[src/rtl/plec_pkg.sv]
`default_nettype none

package plec_pkg;

    localparam int MODE_W   = 2;
    localparam int POS_W    = 6;
    localparam int ITEM_W   = 32;
    localparam int STATUS_W = 2;
    localparam int COUNT_W  = 6;

    localparam logic [MODE_W-1:0] MODE_APPEND = 2'd0;
    localparam logic [MODE_W-1:0] MODE_INSERT = 2'd1;
    localparam logic [MODE_W-1:0] MODE_DELETE = 2'd2;
    localparam logic [MODE_W-1:0] MODE_DUMP   = 2'd3;

    localparam logic [STATUS_W-1:0] ST_OK    = 2'd0;
    localparam logic [STATUS_W-1:0] ST_FULL  = 2'd1;
    localparam logic [STATUS_W-1:0] ST_EMPTY = 2'd2;

    typedef enum logic [3:0] {
        S_IDLE,
        S_DISPATCH,
        S_ALLOC,
        S_APPEND_LINK,
        S_WALK,
        S_PREV_RD,
        S_INS_LINK,
        S_DEL_NEXT,
        S_DEL_HEAD,
        S_FINISH,
        S_DUMP
    } t_state;

    typedef struct packed {
        logic pop;
        logic push;
    } t_free_cmd;

endpackage

`default_nettype wire

[src/rtl/plec_ram.sv]
`default_nettype none

module plec_ram #(
    parameter int WIDTH = 32,
    parameter int DEPTH = 32
) (
    input  wire logic                     i_clk,
    input  wire logic                     i_we,
    input  wire logic [$clog2(DEPTH)-1:0] i_waddr,
    input  wire logic [WIDTH-1:0]         i_wdata,
    input  wire logic [$clog2(DEPTH)-1:0] i_raddr,
    output logic      [WIDTH-1:0]         o_rdata
);

    logic [WIDTH-1:0] r_mem [DEPTH];

    always_ff @(posedge i_clk) begin
        if (i_we) begin
            r_mem[i_waddr] <= i_wdata;
        end
        o_rdata <= r_mem[i_raddr];
    end

endmodule

`default_nettype wire

[src/rtl/plec_free_list.sv]
`default_nettype none

module plec_free_list #(
    parameter int DEPTH = 32
) (
    input  wire logic                       i_clk,
    input  wire logic                       i_rst_n,
    input  wire plec_pkg::t_free_cmd        i_cmd,
    input  wire logic [$clog2(DEPTH+1)-1:0] i_length,
    input  wire logic [$clog2(DEPTH)-1:0]   i_push_node,
    output logic      [$clog2(DEPTH)-1:0]   o_node
);

    localparam int IW = $clog2(DEPTH);
    localparam int LW = $clog2(DEPTH + 1);
    localparam logic [LW-1:0] DEPTH_L = LW'(DEPTH);

    logic [LW-1:0] w_pop_idx;
    logic [LW-1:0] w_push_idx;
    logic [IW-1:0] w_ram_rdata;
    logic          w_fresh;

    logic [LW-1:0] r_low;
    logic [LW-1:0] n_low;
    logic          r_use_init;
    logic [IW-1:0] r_init_node;

    // stack top sits at DEPTH-1 - length; a push writes at DEPTH - length
    assign w_pop_idx  = DEPTH_L - LW'(1) - i_length;
    assign w_push_idx = DEPTH_L - i_length;
    // entries below the lowest top ever reached still hold their reset contents
    assign w_fresh    = (w_pop_idx < r_low);

    always_comb begin
        n_low = r_low;
        if (i_cmd.pop && w_fresh) begin
            n_low = w_pop_idx;
        end
    end

    always_ff @(posedge i_clk) begin
        if (!i_rst_n) begin
            r_low <= DEPTH_L;
        end else begin
            r_low <= n_low;
        end
    end

    // reset content of entry j is DEPTH-1-j, which equals the current length
    always_ff @(posedge i_clk) begin
        if (i_cmd.pop) begin
            r_use_init  <= w_fresh;
            r_init_node <= i_length[IW-1:0];
        end
    end

    plec_ram #(
        .WIDTH (IW),
        .DEPTH (DEPTH)
    ) u_stack_ram (
        .i_clk   (i_clk),
        .i_we    (i_cmd.push),
        .i_waddr (w_push_idx[IW-1:0]),
        .i_wdata (i_push_node),
        .i_raddr (w_pop_idx[IW-1:0]),
        .o_rdata (w_ram_rdata)
    );

    assign o_node = r_use_init ? r_init_node : w_ram_rdata;

endmodule

`default_nettype wire

[src/rtl/positional_list_engine_core.sv]
`default_nettype none

// Positional list engine: an ordered list of up to DEPTH values kept as linked
// nodes in a node memory, with free node indices on a stack memory.
// Command channel: an item (i_mode, i_position, i_new_value) is taken at a
// rising edge with start high and busy low. busy stays high until the item's
// last result has been issued; the next item may start in the cycle in which
// that last result is on the ports.
// Result channel: each result sits on the o_ ports for one cycle with o_strobe
// high. The receiver cannot stall the block, so results are never held back.
// Append runs DISPATCH, ALLOC, APPEND_LINK (skipped on an empty list) and
// FINISH; insert at the head runs DISPATCH, ALLOC, FINISH; delete at the head
// runs DISPATCH, DEL_HEAD, FINISH; a full or empty error answers from DISPATCH.
// Insert at position k walks k-2 links of the node memory, one link read per
// cycle, then runs PREV_RD, INS_LINK, FINISH; delete at position k, the tail
// included, walks likewise and runs PREV_RD, DEL_NEXT, FINISH. A dump of n
// entries puts out its results one per cycle. Worst case is a deep insert or
// delete; the link walk over the single read port of the link memory sets it.
// Reset (synchronous, active low) empties the list and restores the free
// stack at once; no clearing pass runs and the block is ready the next cycle.

module positional_list_engine_core #(
    parameter int DEPTH       = 32,
    parameter int VALUE_WIDTH = 32
) (
    input  wire logic                                i_clk,
    input  wire logic                                i_rst_n,
    input  wire logic                                start,
    output logic                                     busy,
    input  wire logic        [plec_pkg::MODE_W-1:0]  i_mode,
    input  wire logic        [plec_pkg::POS_W-1:0]   i_position,
    input  wire logic signed [plec_pkg::ITEM_W-1:0]  i_new_value,
    output logic                                     o_strobe,
    output logic signed      [plec_pkg::ITEM_W-1:0]  o_item_value,
    output logic             [plec_pkg::STATUS_W-1:0] o_status,
    output logic             [plec_pkg::COUNT_W-1:0] o_entry_count,
    output logic                                     o_last_flag
);

    localparam int IW = $clog2(DEPTH);
    localparam int LW = $clog2(DEPTH + 1);
    localparam int VW = VALUE_WIDTH;
    localparam int PW = plec_pkg::POS_W;
    localparam int KW = ((LW > PW) ? LW : PW) + 1;
    localparam int XW = plec_pkg::ITEM_W;
    localparam int CW = plec_pkg::COUNT_W;
    localparam logic [LW-1:0] DEPTH_L = LW'(DEPTH);

    plec_pkg::t_state r_state;
    plec_pkg::t_state n_state;

    logic [plec_pkg::MODE_W-1:0] r_mode;
    logic [PW-1:0]               r_pos;
    logic [VW-1:0]               r_val;
    logic [KW-1:0]               r_k;
    logic [KW-1:0]               n_k;
    logic [LW-1:0]               r_len;
    logic [LW-1:0]               n_len;
    logic [IW-1:0]               r_head;
    logic [IW-1:0]               n_head;
    logic [IW-1:0]               r_tail;
    logic [IW-1:0]               n_tail;
    logic [IW-1:0]               r_cur;
    logic [IW-1:0]               n_cur;
    logic [IW-1:0]               r_node;
    logic [IW-1:0]               n_node;
    logic [LW-1:0]               r_cnt;
    logic [LW-1:0]               n_cnt;
    logic                        r_pend;
    logic                        n_pend;

    logic                          r_strobe;
    logic                          n_strobe;
    logic [XW-1:0]                 r_item;
    logic [XW-1:0]                 n_item;
    logic [plec_pkg::STATUS_W-1:0] r_status;
    logic [plec_pkg::STATUS_W-1:0] n_status;
    logic [CW-1:0]                 r_count;
    logic [CW-1:0]                 n_count;
    logic                          r_last;
    logic                          n_last;

    logic          lk_we;
    logic [IW-1:0] lk_waddr;
    logic [IW-1:0] lk_wdata;
    logic [IW-1:0] lk_raddr;
    logic [IW-1:0] lk_rdata;
    logic          vl_we;
    logic [IW-1:0] vl_waddr;
    logic [VW-1:0] vl_rdata;

    plec_pkg::t_free_cmd fr_cmd;
    logic [IW-1:0]       fr_push_node;
    logic [IW-1:0]       fr_node;

    logic              w_accept;
    logic [VW+XW-1:0]  w_val_ext;
    logic [VW+XW-1:0]  w_out_ext;
    logic [LW+CW-1:0]  w_cnt_ext;
    logic [LW+CW-1:0]  w_len_ext;
    logic [KW-1:0]     w_len_k;
    logic [KW-1:0]     w_pos_k;
    logic [IW-1:0]     w_cur;
    logic              w_is_add;

    assign w_accept  = start && !busy;
    assign busy      = (r_state != plec_pkg::S_IDLE);
    assign w_val_ext = {{VW{1'b0}}, i_new_value};
    assign w_out_ext = {{XW{1'b0}}, vl_rdata};
    assign w_len_ext = {{CW{1'b0}}, r_len};
    assign w_cnt_ext = {{CW{1'b0}}, n_len};
    assign w_len_k   = KW'(r_len);
    assign w_pos_k   = KW'(r_pos);
    assign w_cur     = r_pend ? lk_rdata : r_cur;
    assign w_is_add  = (r_mode == plec_pkg::MODE_APPEND) || (r_mode == plec_pkg::MODE_INSERT);

    // next state
    always_comb begin
        n_state = r_state;
        case (r_state)
            plec_pkg::S_IDLE: begin
                if (w_accept) begin
                    n_state = plec_pkg::S_DISPATCH;
                end
            end
            plec_pkg::S_DISPATCH: begin
                if (w_is_add) begin
                    n_state = (r_len == DEPTH_L) ? plec_pkg::S_IDLE : plec_pkg::S_ALLOC;
                end else if (r_len == '0) begin
                    n_state = plec_pkg::S_IDLE;
                end else if (r_mode == plec_pkg::MODE_DUMP) begin
                    n_state = plec_pkg::S_DUMP;
                end else if (n_k <= KW'(1)) begin
                    n_state = plec_pkg::S_DEL_HEAD;
                end else begin
                    n_state = plec_pkg::S_WALK;
                end
            end
            plec_pkg::S_ALLOC: begin
                if (r_len == '0 || r_k <= KW'(1)) begin
                    n_state = plec_pkg::S_FINISH;
                end else if (r_k > w_len_k) begin
                    n_state = plec_pkg::S_APPEND_LINK;
                end else begin
                    n_state = plec_pkg::S_WALK;
                end
            end
            plec_pkg::S_APPEND_LINK: n_state = plec_pkg::S_FINISH;
            plec_pkg::S_WALK: begin
                if (r_cnt == '0) begin
                    n_state = plec_pkg::S_PREV_RD;
                end
            end
            plec_pkg::S_PREV_RD: begin
                n_state = w_is_add ? plec_pkg::S_INS_LINK : plec_pkg::S_DEL_NEXT;
            end
            plec_pkg::S_INS_LINK: n_state = plec_pkg::S_FINISH;
            plec_pkg::S_DEL_NEXT: n_state = plec_pkg::S_FINISH;
            plec_pkg::S_DEL_HEAD: n_state = plec_pkg::S_FINISH;
            plec_pkg::S_FINISH:   n_state = plec_pkg::S_IDLE;
            plec_pkg::S_DUMP: begin
                if (r_pend && r_cnt == '0) begin
                    n_state = plec_pkg::S_IDLE;
                end
            end
            default: n_state = plec_pkg::S_IDLE;
        endcase
    end

    // datapath and outputs
    always_comb begin
        n_k          = r_k;
        n_len        = r_len;
        n_head       = r_head;
        n_tail       = r_tail;
        n_cur        = r_cur;
        n_node       = r_node;
        n_cnt        = r_cnt;
        n_pend       = 1'b0;
        n_strobe     = 1'b0;
        n_item       = '0;
        n_status     = plec_pkg::ST_OK;
        n_count      = w_len_ext[CW-1:0];
        n_last       = 1'b1;
        lk_we        = 1'b0;
        lk_waddr     = r_node;
        lk_wdata     = '0;
        lk_raddr     = w_cur;
        vl_we        = 1'b0;
        vl_waddr     = fr_node;
        fr_cmd       = '0;
        fr_push_node = r_node;

        case (r_state)
            plec_pkg::S_IDLE: begin
            end
            plec_pkg::S_DISPATCH: begin
                n_cur = r_head;
                if (w_is_add) begin
                    if (r_mode == plec_pkg::MODE_APPEND || w_pos_k > w_len_k + KW'(1)) begin
                        n_k = w_len_k + KW'(1);
                    end else begin
                        n_k = w_pos_k;
                    end
                    if (r_len == DEPTH_L) begin
                        n_strobe = 1'b1;
                        n_status = plec_pkg::ST_FULL;
                    end else begin
                        fr_cmd.pop = 1'b1;
                    end
                end else begin
                    n_k = (w_pos_k > w_len_k) ? w_len_k : w_pos_k;
                    if (r_len == '0) begin
                        n_strobe = 1'b1;
                        n_status = plec_pkg::ST_EMPTY;
                    end else if (r_mode == plec_pkg::MODE_DUMP) begin
                        n_cnt = r_len;
                    end else begin
                        lk_raddr = r_head;
                        n_cnt    = LW'(n_k - KW'(2));
                    end
                end
            end
            plec_pkg::S_ALLOC: begin
                n_node   = fr_node;
                vl_we    = 1'b1;
                vl_waddr = fr_node;
                lk_we    = 1'b1;
                lk_waddr = fr_node;
                n_cur    = r_head;
                n_cnt    = LW'(r_k - KW'(2));
                if (r_len == '0) begin
                    n_head = fr_node;
                    n_tail = fr_node;
                end else if (r_k <= KW'(1)) begin
                    lk_wdata = r_head;
                    n_head   = fr_node;
                end
            end
            plec_pkg::S_APPEND_LINK: begin
                lk_we    = 1'b1;
                lk_waddr = r_tail;
                lk_wdata = r_node;
                n_tail   = r_node;
            end
            plec_pkg::S_WALK: begin
                // follow one link per cycle, addressing with the word just read
                n_cur = w_cur;
                if (r_cnt != '0) begin
                    n_cnt  = r_cnt - LW'(1);
                    n_pend = 1'b1;
                end
            end
            plec_pkg::S_PREV_RD: begin
                if (w_is_add) begin
                    lk_we    = 1'b1;
                    lk_waddr = r_node;
                    lk_wdata = lk_rdata;
                end else begin
                    n_node   = lk_rdata;
                    lk_raddr = lk_rdata;
                end
            end
            plec_pkg::S_INS_LINK: begin
                lk_we    = 1'b1;
                lk_waddr = r_cur;
                lk_wdata = r_node;
            end
            plec_pkg::S_DEL_NEXT: begin
                lk_we       = 1'b1;
                lk_waddr    = r_cur;
                lk_wdata    = lk_rdata;
                fr_cmd.push = 1'b1;
                if (r_k == w_len_k) begin
                    n_tail = r_cur;
                end
            end
            plec_pkg::S_DEL_HEAD: begin
                n_head       = lk_rdata;
                fr_cmd.push  = 1'b1;
                fr_push_node = r_head;
            end
            plec_pkg::S_FINISH: begin
                n_len = w_is_add ? r_len + LW'(1) : r_len - LW'(1);
                if (n_len == '0) begin
                    n_head = '0;
                    n_tail = '0;
                end
                n_strobe = 1'b1;
                n_count  = w_cnt_ext[CW-1:0];
            end
            plec_pkg::S_DUMP: begin
                if (r_pend) begin
                    n_strobe = 1'b1;
                    n_item   = w_out_ext[XW-1:0];
                    n_last   = (r_cnt == '0);
                end
                if (r_cnt != '0) begin
                    n_cur  = w_cur;
                    n_cnt  = r_cnt - LW'(1);
                    n_pend = 1'b1;
                end
            end
            default: begin
            end
        endcase
    end

    always_ff @(posedge i_clk) begin
        if (!i_rst_n) begin
            r_state  <= plec_pkg::S_IDLE;
            r_len    <= '0;
            r_head   <= '0;
            r_tail   <= '0;
            r_pend   <= 1'b0;
            r_strobe <= 1'b0;
        end else begin
            r_state  <= n_state;
            r_len    <= n_len;
            r_head   <= n_head;
            r_tail   <= n_tail;
            r_pend   <= n_pend;
            r_strobe <= n_strobe;
        end
    end

    always_ff @(posedge i_clk) begin
        if (w_accept) begin
            r_mode <= i_mode;
            r_pos  <= (i_position == '0) ? PW'(1) : i_position;
            r_val  <= w_val_ext[VW-1:0];
        end
        r_k      <= n_k;
        r_cur    <= n_cur;
        r_node   <= n_node;
        r_cnt    <= n_cnt;
        r_item   <= n_item;
        r_status <= n_status;
        r_count  <= n_count;
        r_last   <= n_last;
    end

    plec_ram #(
        .WIDTH (IW),
        .DEPTH (DEPTH)
    ) u_link_ram (
        .i_clk   (i_clk),
        .i_we    (lk_we),
        .i_waddr (lk_waddr),
        .i_wdata (lk_wdata),
        .i_raddr (lk_raddr),
        .o_rdata (lk_rdata)
    );

    plec_ram #(
        .WIDTH (VW),
        .DEPTH (DEPTH)
    ) u_value_ram (
        .i_clk   (i_clk),
        .i_we    (vl_we),
        .i_waddr (vl_waddr),
        .i_wdata (r_val),
        .i_raddr (w_cur),
        .o_rdata (vl_rdata)
    );

    plec_free_list #(
        .DEPTH (DEPTH)
    ) u_free_list (
        .i_clk       (i_clk),
        .i_rst_n     (i_rst_n),
        .i_cmd       (fr_cmd),
        .i_length    (r_len),
        .i_push_node (fr_push_node),
        .o_node      (fr_node)
    );

    assign o_strobe      = r_strobe;
    assign o_item_value  = r_item;
    assign o_status      = r_status;
    assign o_entry_count = r_count;
    assign o_last_flag   = r_last;

endmodule

`default_nettype wire

[config.mk]
export PLATFORM = sky130hd
export DESIGN_NAME = positional_list_engine_core
export DESIGN_NICKNAME = d
export VERILOG_FILES = /design/src/rtl/plec_pkg.sv /design/src/rtl/plec_ram.sv /design/src/rtl/plec_free_list.sv /design/src/rtl/positional_list_engine_core.sv
export SDC_FILE = /design/constraint.sdc
export NUM_CORES = 2
export LEC_CHECK = 0
export ABC_AREA = 0
export BUFFER_PORTS_ARGS = -buffer_cell sky130_fd_sc_hd__buf_2
export CAP_MARGIN = 20
export CORE_ASPECT_RATIO = 0.7
export CORE_MARGIN = 1
export CORE_UTILIZATION = 50
export CTS_CLUSTER_DIAMETER = 80
export DETAILED_ROUTE_END_ITERATION = 16
export PLACE_DENSITY = 0.75
export SYNTH_ARGS = -nofsm -noshare
export SYNTH_HDL_FRONTEND = slang
export SYNTH_SLANG_ARGS = --single-unit
[constraint.sdc]
create_clock -name i_clk -period 5.35 [get_ports i_clk]
set_clock_uncertainty 0.15 [all_clocks]
set_input_delay 0.8025 -clock i_clk [delete_from_list [all_inputs] [get_ports i_clk]]
set_output_delay 0.8025 -clock i_clk [all_outputs]
set_load 0.05 [all_outputs]
==> metrics <==
IO Pins=86; Switching Power=7.07 mW; total die area=~120000 um^2; Final HPWL DP=77900 um; #FFs+latches synth=~1500; largest net degree at the start of global routing=approximately 140; initial antenna violation count=2; Rel. slew slack=0.259; Crit Path Class=reg -> reg; RD Place Congestion=between 0.9 and 1; min Tclk post-route=between 4 and 5 ns; # port buffers=85; Clk pin slew, worst setup/hold paths=0.07 ns; CTS tree=built; root buffer cell=clkbuf_16; f_max=about 220 MHz; Startpoint Class=flip-flop; combinational share of power=0.134; Final Cycle Share=0.863; Place WS=~0.83 ns; P_leak=22.3 nW; RSZ-0062 raised after global routing=no; post-synthesis sequential area ratio=0.745; Die Wd=about 420 um; vias in the first global route=about 32000; Post-Route WL=143000 um; gr usage total=0.237; Rows=around 110; Yosys cell types=around 80; CTS Buffer Depth=3; status=completed; crit path cell chain=inv_1 > ha_1 > nor4b_4 > a2111oi_4 > buf_4 > o311ai_4 > buf_12 > mux2i_1 > a22o_1 > a2111oi_0 > a41oi_1 > mux2i_1; setup violators final=0; Synth Area per Inst=around 18 um^2; final std cells w/o fill=between 5000 and 6000; Num CTS Buffers=142; Finished Core Util=0.571; Reg power frac=0.500; number of synthesized flops with an enable pin=1406; Arrival @ worst endpoint=around 5 ns; synthesized cell area=59800 um^2; die span in y=just under 300 um; Pint=around 21 mW; DR vias=about 32000; layout cells sized above 1=0.205; core area=approximately 120000 um^2; remaining routing DRC violations=0; Net Sw Frac=0.254; yosys synthesis warning count=0; clk_lat worst skew=~0.8 ns; Routed Antenna Nets=0; DRT Pass-1 Iters=6; clk sinks=1524; final-report hold violation count=0; worst vdd ir=approximately 0.39 mV; CP required=5.88 ns; H-tree depth=4; post-synthesis instance total=between 3000 and 4000; sequential cell area=roughly 45000 um^2; fin. max-slew vios=0; slowest stage delay, CP=0.77 ns; Mapped Nets=around 3500; initial DRC count=approximately 4200; asr flop ratio synth=0; max-cap violations=0; placed insts=4909; Crit Path Max Fanout=68; fin nets=3591; Worst Tran Pin Value=around 1.1 ns; first-pass GRT wire length=211000 um; Initial Utilization=0.507; PD cells=roughly 410 nW/um^2; CTS Hold Buffers Added=0; setup TNS=0 ns; postcts setup bufs=0; ys flop type=edfxtp_1; share of total power in the clock network=0.366; WL/cell=between 20 and 30 um; crit end category=flip-flop; Worst path slowest cell=o311ai_4; final worst slack=around 0.73 ns; vias per cell=between 6 and 7; area of the multi-input gates=approximately 15000 um^2; worst min path class=in -> reg; Crit path top cell by count=mux2i_1; Area Overhead vs Synth=12.7%; Post-CTS Resized=0; global route overflow=0; FILL cells=8720; R2R setup slack=0.73 ns
-- critical path, delay by kind of cell (launching register included) --
family                     cells  cell delay, ns
AOI/OAI and AO/OA              5            1.79
adders and majority gates      1            0.43
buffers and inverters          3            0.97
DFF                            1            0.32
muxes                          2            0.32
and+or+nand+nor                1            0.48
-- Yosys cell counts, types with 5 or more instances --
cell type | number | area, um^2
ha_1 | 37 | 463
mux2i_1 | 132 | 1320
a22o_1 | 12 | 105
a2111oi_0 | 8 | 70.1
nand3_1 | 191 | 956
nand2_1 | 401 | 1510
a21oi_1 | 39 | 195
o21a_1 | 8 | 60.1
o21ai_0 | 78 | 390
clkbuf_1 | 117 | 439
a41oi_1 | 10 | 87.6
mux2_2 | 11 | 124
a31oi_1 | 8 | 50.1
a222oi_1 | 9 | 90.1
nor2b_1 | 6 | 37.5
o221ai_1 | 19 | 166
nor3_1 | 17 | 85.1
buf_1 | 47 | 176
mux4_2 | 291 | 6550
edfxtp_1 | 1406 | 42200
nand4_1 | 5 | 31.3
inv_1 | 33 | 124
nand2b_1 | 9 | 56.3
nor2_1 | 152 | 571
nor3b_1 | 5 | 37.5
buf_2 | 12 | 60.1
xnor2_1 | 14 | 123
a22oi_1 | 11 | 82.6
and3_1 | 16 | 100
xor2_1 | 5 | 43.8
and2_1 | 41 | 257
dfxtp_1 | 118 | 2360
o22ai_1 | 8 | 50.1
a211oi_1 | 11 | 82.6
-- through the flow --
step | hold WS (ns) | instance area, um^2 | total power [mW]
global placement | 0.266 | 62600 | 17.8
floorplan | 0.256 | 59800 | 16.6
CTS | 0.0102 | 67200 | 27.9
detailed placement | 0.269 | 62600 | 17.8
global route | 0.0372 | 67400 | 28.7
finish | 0.0542 | 67400 | 27.8
-- state kept, by name (all words and copies together), names as in the netlist, 5 cells and up --
register and cells:
u_free_list.u_stack_ram.o_rdata 5, r_head 5, r_k 7, r_cnt 6, u_link_ram.r_mem 160, u_value_ram.r_mem 1024
o_item_value 32, u_free_list.r_init_node 5, u_free_list.r_low 6, r_cur 5, u_value_ram.o_rdata 32, r_len 6
o_entry_count 6, r_tail 5, r_node 5, u_link_ram.o_rdata 5, r_val 32, r_pos 6
u_free_list.u_stack_ram.r_mem 160
-- cell families after synthesis --
group | share of synthesized area
DFF | 0.745
buffers and inverters | 0.0146
xor gates and xnor gates | 0.00278
and+or+nand+nor | 0.0642
muxes | 0.134
adders and majority gates | 0.00824
AOI/OAI and AO/OA | 0.0312
-- area by class of cell --
class | instances | area share
Timing Repair Buffer | 176 | 0.0199
Clock buffer | 184 | 0.0566
Clock inverter | 79 | 0.0124
Antenna cell | 1 | 0.0000371
Sequential cell | 1524 | 0.661
Inverter | 37 | 0.00206
Tap cell | 1551 | 0.0288
Multi-Input combinational cell | 1629 | 0.219
-- power by group through the flow --
stage | combinational [mW] | sequential, mW | clock [mW]
2_1_floorplan | 2.69 | 13.9 | 0
3_3_place_gp | 3.64 | 14.2 | 0
3_5_place_dp | 3.67 | 14.2 | 0
6_report | 3.72 | 13.9 | 10.2
4_1_cts | 3.70 | 13.9 | 10.3
5_1_grt | 4.03 | 14.0 | 10.8
-- routing by layer --
layer | track usage | vias to the layer above | part of all wire
met4 | 0.0792 | 0 | 0.028
met1 | 0.353 | 16400 | 0.42
li1 | - | 13600 | -
met2 | 0.340 | 1824 | 0.44
met5 | 0 | - | 0
met3 | 0.0644 | 257 | 0.11
-- final timing paths --
| check | from | end | cells after the start |
|---|---|---|---|
| max | r_len[1] | u_link_ram.o_rdata[4] | 12 |
| min | i_new_value[26] | r_val[26] | 1 |
| max reg2reg | r_len[1] | u_link_ram.o_rdata[4] | 12 |
| min reg2reg | u_value_ram.o_rdata[11] | o_item_value[11] | 1 |
-- cells in the final DEF (no fill, tap or decap), types with 10 or more instances in the layout --
cell type / Yosys / routed
nor2_1: 152 / 120
a211oi_1: 11 / 10
o221ai_1: 19 / 19
a22o_1: 12 / 12
nand3_1: 191 / 191
buf_2: 12 / 85
ha_1: 37 / 37
a22oi_1: 11 / 11
and2_1: 41 / 41
clkbuf_1: 117 / 35
nand2_1: 401 / 401
xnor2_1: 14 / 14
clkinv_1: 1 / 23
mux4_2: 291 / 291
inv_1: 33 / 33
edfxtp_1: 1406 / 1406
bufinv_16: 0 / 13
and3_1: 16 / 15
buf_4: 3 / 74
nor3_1: 17 / 17
clkbuf_16: 0 / 145
nor2_4: 0 / 32
o21ai_0: 78 / 78
dfxtp_1: 118 / 116
clkinv_2: 0 / 22
a21oi_1: 39 / 39
a41oi_1: 10 / 10
mux2i_1: 132 / 127
Power figures use the tool's default switching activity.
